[src/hw/rtl/cfr_pkg.sv]
// Shared types and constants for the color frame receiver.
`timescale 1ns / 1ps

package cfr_pkg;

  localparam int unsigned POS_W         = 5;
  localparam int unsigned FRAME_MIN_LEN = 25;
  localparam int unsigned MAGIC_LEN     = 4;
  localparam int unsigned RED_START     = 4;
  localparam int unsigned GREEN_START   = 8;
  localparam int unsigned BLUE_START    = 12;
  localparam int unsigned SEED_START    = 16;
  localparam int unsigned SEED_END      = 24;

  // Magic word "WOOF", first byte at index 0.
  localparam logic [7:0] MAGIC_BYTES [MAGIC_LEN] = '{8'h57, 8'h4F, 8'h4F, 8'h46};

  typedef enum logic [1:0] {
    STATUS_OK           = 2'd0,
    STATUS_BAD_MAGIC    = 2'd1,
    STATUS_SHORT        = 2'd2,
    STATUS_BAD_CHECKSUM = 2'd3
  } status_t;

  // Packed so that status lands in the lowest bits.
  typedef struct packed {
    logic [63:0] next_seed;
    logic [31:0] blue_word;
    logic [31:0] green_word;
    logic [31:0] red_word;
    status_t     status;
  } result_t;

  localparam int unsigned RESULT_W = $bits(result_t);
  localparam int unsigned TDATA_W  = ((RESULT_W + 7) / 8) * 8;

endpackage

[src/hw/rtl/cfr_frame_parser.sv]
// Per-frame state: byte position, running XOR, magic check and field captures.
`timescale 1ns / 1ps

module cfr_frame_parser (
  input  logic             clk,
  input  logic             rst,
  input  logic             byte_fire,   // a word is accepted this cycle
  input  logic [7:0]       frame_byte,
  input  logic             last_byte,
  output cfr_pkg::result_t result       // valid when byte_fire && last_byte
);

  logic [cfr_pkg::POS_W-1:0] byte_position;
  logic [7:0]                xor_running;
  logic                      magic_matches;
  logic [31:0]               red_capture;
  logic [31:0]               green_capture;
  logic [31:0]               blue_capture;
  logic [63:0]               seed_capture;

  logic in_magic;
  logic magic_ok;

  assign in_magic = (byte_position < cfr_pkg::POS_W'(cfr_pkg::MAGIC_LEN));
  assign magic_ok = magic_matches &&
                    (!in_magic || frame_byte == cfr_pkg::MAGIC_BYTES[byte_position[1:0]]);

  always_comb begin
    result = '0;
    if (!magic_ok) begin
      result.status = cfr_pkg::STATUS_BAD_MAGIC;
    end else if (byte_position < cfr_pkg::POS_W'(cfr_pkg::FRAME_MIN_LEN - 1)) begin
      // Frame length including the final byte is under the minimum.
      result.status = cfr_pkg::STATUS_SHORT;
    end else if (xor_running != frame_byte) begin
      result.status = cfr_pkg::STATUS_BAD_CHECKSUM;
    end else begin
      result.status = cfr_pkg::STATUS_OK;
    end
    if (result.status == cfr_pkg::STATUS_OK) begin
      result.red_word   = red_capture;
      result.green_word = green_capture;
      result.blue_word  = blue_capture;
      result.next_seed  = seed_capture;
    end else begin
      result.next_seed  = '1;
    end
  end

  always_ff @(posedge clk) begin
    if (rst || (byte_fire && last_byte)) begin
      byte_position <= '0;
      xor_running   <= '0;
      magic_matches <= 1'b1;
      red_capture   <= '0;
      green_capture <= '0;
      blue_capture  <= '0;
      seed_capture  <= '0;
    end else if (byte_fire) begin
      magic_matches <= magic_ok;
      xor_running   <= xor_running ^ frame_byte;
      if (byte_position < cfr_pkg::POS_W'(cfr_pkg::FRAME_MIN_LEN)) begin
        byte_position <= byte_position + 1'b1;
      end
      if (byte_position >= cfr_pkg::POS_W'(cfr_pkg::RED_START) &&
          byte_position <  cfr_pkg::POS_W'(cfr_pkg::GREEN_START)) begin
        red_capture <= {red_capture[23:0], frame_byte};
      end else if (byte_position >= cfr_pkg::POS_W'(cfr_pkg::GREEN_START) &&
                   byte_position <  cfr_pkg::POS_W'(cfr_pkg::BLUE_START)) begin
        green_capture <= {green_capture[23:0], frame_byte};
      end else if (byte_position >= cfr_pkg::POS_W'(cfr_pkg::BLUE_START) &&
                   byte_position <  cfr_pkg::POS_W'(cfr_pkg::SEED_START)) begin
        blue_capture <= {blue_capture[23:0], frame_byte};
      end else if (byte_position >= cfr_pkg::POS_W'(cfr_pkg::SEED_START) &&
                   byte_position <  cfr_pkg::POS_W'(cfr_pkg::SEED_END)) begin
        seed_capture <= {seed_capture[55:0], frame_byte};
      end
    end
  end

endmodule

[src/hw/rtl/cfr_result_reg.sv]
// Output register that holds one result word until the sink takes it.
`timescale 1ns / 1ps

module cfr_result_reg (
  input  logic                         clk,
  input  logic                         rst,
  input  logic                         load,
  input  cfr_pkg::result_t             result,
  output logic                         free,
  output logic                         m_tvalid,
  input  logic                         m_tready,
  output logic [cfr_pkg::TDATA_W-1:0]  m_tdata
);

  cfr_pkg::result_t held;

  assign free    = !m_tvalid || m_tready;
  assign m_tdata = {{(cfr_pkg::TDATA_W - cfr_pkg::RESULT_W){1'b0}}, held};

  always_ff @(posedge clk) begin
    if (rst) begin
      m_tvalid <= 1'b0;
    end else if (load) begin
      m_tvalid <= 1'b1;
    end else if (m_tready) begin
      m_tvalid <= 1'b0;
    end
  end

  always_ff @(posedge clk) begin
    if (load) begin
      held <= result;
    end
  end

endmodule

[src/hw/rtl/color_frame_receiver.sv]
// Top level of the color frame receiver: byte stream in, one result word per frame out.
`timescale 1ns / 1ps

// Channel  Dir  Fields (lowest bit up)                                   Handshake
// s_axis   in   tdata: frame_byte[7:0]; tlast: last_byte                  s_tvalid/s_tready
// m_axis   out  tdata: status[1:0], red_word[33:2], green_word[65:34],    m_tvalid/m_tready
//               blue_word[97:66], next_seed[161:98], zero fill to 168
//
// The frame state registers absorb every accepted byte, and the final byte turns
// into a result word loaded straight into the output register. Throughput is
// one byte per cycle, set by the frame state update, unless a final byte waits.
// Bytes that are not final are taken even while a result word waits; a final
// byte waits only until the output register is free or being emptied.
// Reset (rst, synchronous) clears the frame state and drops m_tvalid.
module color_frame_receiver (
  input  logic         clk,
  input  logic         rst,
  input  logic         s_tvalid,
  output logic         s_tready,
  input  logic [7:0]   s_tdata,   // frame_byte[7:0]
  input  logic         s_tlast,   // last_byte
  output logic         m_tvalid,
  input  logic         m_tready,
  output logic [167:0] m_tdata    // status, red, green, blue, next_seed, zero fill
);

  logic             out_free;
  logic             byte_fire;
  cfr_pkg::result_t result;

  // A final byte needs room in the output register; other bytes never do.
  assign s_tready  = out_free || !s_tlast;
  assign byte_fire = s_tvalid && s_tready;

  cfr_frame_parser u_parser (
    .clk        (clk),
    .rst        (rst),
    .byte_fire  (byte_fire),
    .frame_byte (s_tdata),
    .last_byte  (s_tlast),
    .result     (result)
  );

  cfr_result_reg u_result (
    .clk      (clk),
    .rst      (rst),
    .load     (byte_fire && s_tlast),
    .result   (result),
    .free     (out_free),
    .m_tvalid (m_tvalid),
    .m_tready (m_tready),
    .m_tdata  (m_tdata)
  );

endmodule

[config.mk]
export PLATFORM = sky130hd
export DESIGN_NAME = color_frame_receiver
export DESIGN_NICKNAME = d
export VERILOG_FILES = /design/src/hw/rtl/cfr_pkg.sv /design/src/hw/rtl/cfr_frame_parser.sv /design/src/hw/rtl/cfr_result_reg.sv /design/src/hw/rtl/color_frame_receiver.sv
export SDC_FILE = /design/constraint.sdc
export NUM_CORES = 1
export LEC_CHECK = 0
export BUFFER_PORTS_ARGS = -buffer_cell sky130_fd_sc_hd__buf_2
export CAP_MARGIN = 10
export CORE_ASPECT_RATIO = 1.2
export CORE_MARGIN = 5
export CORE_UTILIZATION = 40
export CTS_BUF_LIST = sky130_fd_sc_hd__clkbuf_2 sky130_fd_sc_hd__clkbuf_4 sky130_fd_sc_hd__clkbuf_8
export DETAILED_ROUTE_END_ITERATION = 10
export GPL_TIMING_DRIVEN = 0
export SLEW_MARGIN = 25
export SYNTH_ARGS = -nofsm -noshare
export SYNTH_HDL_FRONTEND = slang
export SYNTH_SLANG_ARGS = --single-unit
export TNS_END_PERCENT = 20
[constraint.sdc]
create_clock -name clk -period 9.3 [get_ports clk]
set_input_delay 1.395 -clock clk [delete_from_list [all_inputs] [get_ports clk]]
set_output_delay 1.395 -clock clk [all_outputs]
set_load 0.05 [all_outputs]
Word-level counts from Yosys, hierarchy flattened
Cells that the tools add are included.
{"block": "word_totals", "reg_bits": 337, "in_bits": 13, "output_inout_bits": 170, "word_cells": 61}
{"block": "op_classes", "add_sub_neg": 1, "order_cmp": 11, "eq_ne": 2, "n_mux": 8, "bitwise_logic": 5, "reduce_logical": 21}
{"cell": "8-bit binary-select mux with 2-bit select", "count": 1}
{"cell": "8-bit 2-to-1 mux", "count": 2}
{"cell": "5-bit < comparator, second input constant", "count": 3}
{"cell": "5-bit by 4-bit greater-or-equal comparator with 1-bit output, second input constant", "count": 2}
{"cell": "5-bit by 4-bit < comparator with 1-bit output, second input constant", "count": 2}
{"cell": "8-bit == test", "count": 1}
{"cell": "8-bit inequality test", "count": 1}
{"cell": "8-bit XOR", "count": 1}
{"cell": "1-bit logical AND", "count": 7}
{"cell": "2-bit 2-to-1 mux", "count": 3}
{"cell": "5-bit by 1-bit adder with 5-bit output, second input constant", "count": 1}
{"cell": "5-bit by 3-bit greater-or-equal comparator with 1-bit output, second input constant", "count": 1}
{"cell": "5-bit greater-or-equal comparator, second input constant", "count": 1}
{"cell": "5-bit by 3-bit < comparator with 1-bit output, second input constant", "count": 1}
{"cell": "5-bit AND reduction", "count": 1}
{"cell": "1-bit logical OR", "count": 4}
{"cell": "2-bit AND reduction", "count": 2}
{"cell": "4-bit AND reduction", "count": 1}
{"cell": "3-bit greater-or-equal comparator, second input constant", "count": 1}
{"cell": "1-bit logical NOT", "count": 3}
{"cell": "1-bit inverter", "count": 3}
{"cell": "2-bit inverter with 3-bit output", "count": 1}
{"cell": "3-bit AND reduction", "count": 1}
{"cell": "2-bit logical NOT", "count": 1}
{"cell": "2 further kinds", "count": 3}

Logic depth before layout (Yosys ltp)
{"block": "depth", "word_depth": 9, "mapped_depth": 8, "mapped_depth_nobuf": 6}

By module
From an unflattened synthesis, not the netlist that was laid out.
{"block": "unflattened", "cells_unflattened": 1181, "hier_area_um2": 12781.0}
{"mod": "cfr_frame_parser", "instances": 1, "cells_each": 1005, "area_per_inst_um2": 7791.2, "seq_area_each_um2": 3483.3}
{"mod": "cfr_result_reg", "instances": 1, "cells_each": 173, "area_per_inst_um2": 4959.8, "seq_area_each_um2": 4884.7}
{"mod": "color_frame_receiver", "instances": 1, "cells_each": 3, "area_per_inst_um2": 30.0, "seq_area_each_um2": 0.0}

Worst setup path before layout
No wires, ideal clock.
{"block": "synth_timing", "kind": "input port to flip-flop", "from": "input s_tvalid", "to": "register u_result.held, in the netlist u_result.m_tdata[0], enable pin", "setup_time_ns": 0.706, "t_arrival_ns": 8.929, "required_time_ns": 8.594, "slack_ns": -0.335, "path_stages": 3, "cell_sequence": "clkbuf_1 nand2_1 nor2b_1"}
{"block": "synth_between", "elab_chain_cells": 2}
{"element": "from (decl)", "line_no": "color_frame_receiver.sv:18", "source": "input logic s_tvalid,"}
{"element": "1-bit logical AND", "line_no": "color_frame_receiver.sv:33", "source": "assign byte_fire = s_tvalid && s_tready;"}
{"element": "1-bit logical AND", "line_no": "color_frame_receiver.sv:47", "source": ".load (byte_fire && s_tlast),"}
{"element": "named net u_result.load", "line_no": "cfr_result_reg.sv:7", "source": "input logic load,"}
{"element": "to (signal assigned)", "line_no": "cfr_result_reg.sv:32", "source": "held <= result;"}
{"element": "to (decl)", "line_no": "cfr_result_reg.sv:15", "source": "cfr_pkg::result_t held;"}
The timed path passes the listed nets, and every way through them passes these cells.
A chain may end at the register's enable or synchronous reset.

Final worst setup path
{"block": "layout_timing", "from": "input s_tlast", "to": "output s_tready"}
{"block": "layout_between", "elab_chain_cells": 2}
{"element": "from (decl)", "line_no": "color_frame_receiver.sv:21", "source": "input logic s_tlast,"}
{"element": "1-bit logical NOT", "line_no": "color_frame_receiver.sv:32", "source": "assign s_tready = out_free || !s_tlast;"}
{"element": "1-bit logical OR", "line_no": "color_frame_receiver.sv:32"}
{"element": "to (decl)", "line_no": "color_frame_receiver.sv:19", "source": "output logic s_tready,"}
No other way between the ends.

==> reports/metrics.cfg <==
[synth]
syn_area_mm2 = 0.0126
seq_area_frac_synth_pct = 66.7
synth_top_area_share_pct = 38.8
yosys_warnings = 0
yosysMostFrequentCell = nand2_1
synthArstFlopShare_pct = 0
synth_cell_types = 40
synth-seq-cells = 337
postSynthAreaPerCell_um2 = 11.0
synth_top_area_cell = edfxtp_1
syn_inst = 1138
synthTopCellsByArea = edfxtp_1 39%, dfxtp_1 28%, nand2_1 7.9%, a21oi_1 5.2%, and3_1 4.8%
synth-edff-count = 162
synthTopCellsByCount = 263 x nand2_1, 175 x dfxtp_1, 162 x edfxtp_1, 131 x a21oi_1, 96 x and3_1
synthFlopType = dfxtp_1

[floorplan]
fp-row-count = 71
core_mm2 = 0.0312
dieHeight_um = 204
die_w_um = 172
io_pins = 183
die_area_mm2 = 0.0350
start_util_pct = 40.3

[critical_path]
required_ns = 7.91
crit_slowest_cell = clkbuf_1
critPathBufInv = 3
crit_chain = buf_2 -> nand3b_1 -> clkbuf_1 -> buf_2
critPathMaxFanout = 10
critical_path_arrival_ns = 2.59
slowest_delay_ns = 0.41
worstSetupEndpointType = output port
crit_top_cell = buf_2
critPathLaunchType = input pin
path_delay_family = buffers and inverters
critPathKind = in2out

[sta]
fin_hold_ws_ns = 0.450
period_needed_ns = 3.98
rsz0062_at_grt = false
slew-limit-headroom_pct = 49.2
fmax_mhz = 251
clock-skew-final_ns = 0.0172
setup_violations = 0
tightestPinTransition_ns = 0.760
timing.final.crit_share_pct = 42.8
hold_viol_final = 0
drv_slew = 0
setup_tns_ns = 0

[power]
swShare_pct = 23.0
seqPwrFrac_pct = 52.6
p_leak_nw = 5.54
pwr-share-comb_pct = 5.9
switchingPower_mw = 0.692
p_clk_share_pct = 41.5
vdd_ir_drop_max_mv = 0.103
p_int_mw = 2.31
power_density_mw_per_mm2 = 197

[finish]
area_growth_pct = 21.3
fillers = 2864
num_antenna_cells = 0
fin_nets = 1390
drive_above_1_share_pct = 21.6

[placed_design]
gp_congestion = 0.815
dpl.hpwl_mm = 20.8
io_buffers = 170

[global_routing]
grt_pass1_wl_mm = 46.8
grt_pass1_vias = 8927
gr-total-overflow = 0
grt_max_degree = 29
grt_antenna_before_repair = 1
grt.total_usage_pct = 16.9

[clock_network]
postCtsSetupRepairBufs = 0
cts_buffers = 51
cts_max_level = 2
cts.sinks = 337
cts_root_buf = clkbuf_8
cts_tree = done
cts_hold_buffers = 0
cts.clk_slew.worst_paths_ns = 0.06
clock_latency_ns = 0.58
clock_path_buffers = 3
post_cts_resized = 0

[drt]
routedWlPerCell_um = 16.3
wl_mm = 29.6
postRouteAntennaNets = 0
vias = 8769
viasPerCell = 4.83
firstDrtPassIters = 5
drtIter0Drc = 396
drc = 0

[min_path]
hold_class = reg2reg

[flow_run]
cap_violations = 0

[run_status]
status = completed

cell usage in the layout, fill, tap and decap left out, types with 26 or more instances in the layout:
| cell | netlist | layout |
|---|---|---|
| nand2_1 | 263 | 263 |
| and3_1 | 96 | 96 |
| buf_2 | 7 | 177 |
| a21oi_1 | 131 | 131 |
| or3_1 | 61 | 61 |
| clkbuf_1 | 73 | 73 |
| mux2i_1 | 33 | 33 |
| nor2_1 | 47 | 47 |
| clkbuf_4 | 0 | 26 |
| edfxtp_1 | 162 | 162 |
| clkbuf_8 | 0 | 58 |
| dfxtp_1 | 175 | 175 |
final timing paths:
kind	start	to	slack (ns)	depth (start not counted)
setup / recovery	s_tlast	s_tready	5.32	4
hold reg to reg	u_parser.seed_capture[58]$_SDFFE_PP0P_	u_parser.seed_capture[58]$_SDFFE_PP0P_	0.45	2
hold / removal	u_parser.seed_capture[58]$_SDFFE_PP0P_	u_parser.seed_capture[58]$_SDFFE_PP0P_	0.45	2
setup reg to reg	u_parser.byte_position[0]$_SDFFE_PP0P_	u_result.m_tdata[41]$_SDFFCE_PP0P_	6.48	8
per-layer routing:
metal  track usage (%)  vias up  wire length, µm
met4              5.46        2              778
met5                 0        -               13
li1                  -     4399                -
met1              21.6     4099            13000
met2              28.4      209            14200
met3              3.70       60             1660
worst min-delay path, stage by stage, from the launching register on:
cell	delay [ns]
dfxtp_1	0.30
nand2_1	0.05
a21oi_1	0.05
stage by stage:
step	total power, mW	std cells	area (µm²)	util, %	worst slack (ns)
after floorplan	1.74	1143	12600	-	2.85
after global placement	1.79	1714	13900	44.7	0.797
after detailed placement	1.79	1722	14200	45.4	5.32
after CTS	3.05	1817	15200	48.8	5.32
after global routing	3.12	1817	15200	48.8	5.23
final	3.01	1817	15200	48.8	5.32
state kept, by name (all words and copies together) (netlist names):
name and count:
u_parser.blue_capture 32, u_parser.byte_position 5, u_parser.green_capture 32, u_parser.magic_matches 1
u_parser.red_capture 32, u_parser.seed_capture 64, u_parser.xor_running 8, u_result.m_tdata 162
u_result.m_tvalid 1
cell families (layout without fill, tap and decap cells):
group | after synthesis | after routing | share of synthesized area (%)
AND/OR/NAND/NOR | 501 | 501 | 19.0
other | 1 | 6 | 0.0299
buffers and inverters | 103 | 376 | 3.87
XOR/XNOR | 21 | 21 | 1.70
adder cells (fa/ha/maj) | 3 | 3 | 0.299
flip-flops | 337 | 337 | 66.7
AO/OA/AOI/OAI | 139 | 139 | 5.78
multiplexers | 33 | 33 | 2.63
area by class of cell:
class | instances | area [µm²] | share of cell area, %
Sequential cell | 337 | 8370 | 55.0
Multi-Input combinational cell | 703 | 3740 | 24.6
Timing Repair Buffer | 178 | 1060 | 6.99
Clock buffer | 84 | 993 | 6.53
Tap cell | 401 | 502 | 3.30
Buffer | 101 | 478 | 3.14
Clock inverter | 11 | 72.6 | 0.477
Inverter | 2 | 7.51 | 0.0493
power by group through the flow:
stage	combinational (mW)	clock, mW	sequential, mW
after floorplan	0.0559	0	1.69
after global placement	0.166	0	1.62
after detailed placement	0.180	0	1.61
after CTS	0.180	1.28	1.58
after global routing	0.188	1.35	1.58
final	0.177	1.25	1.58
(Power assumes the default switching activity.)
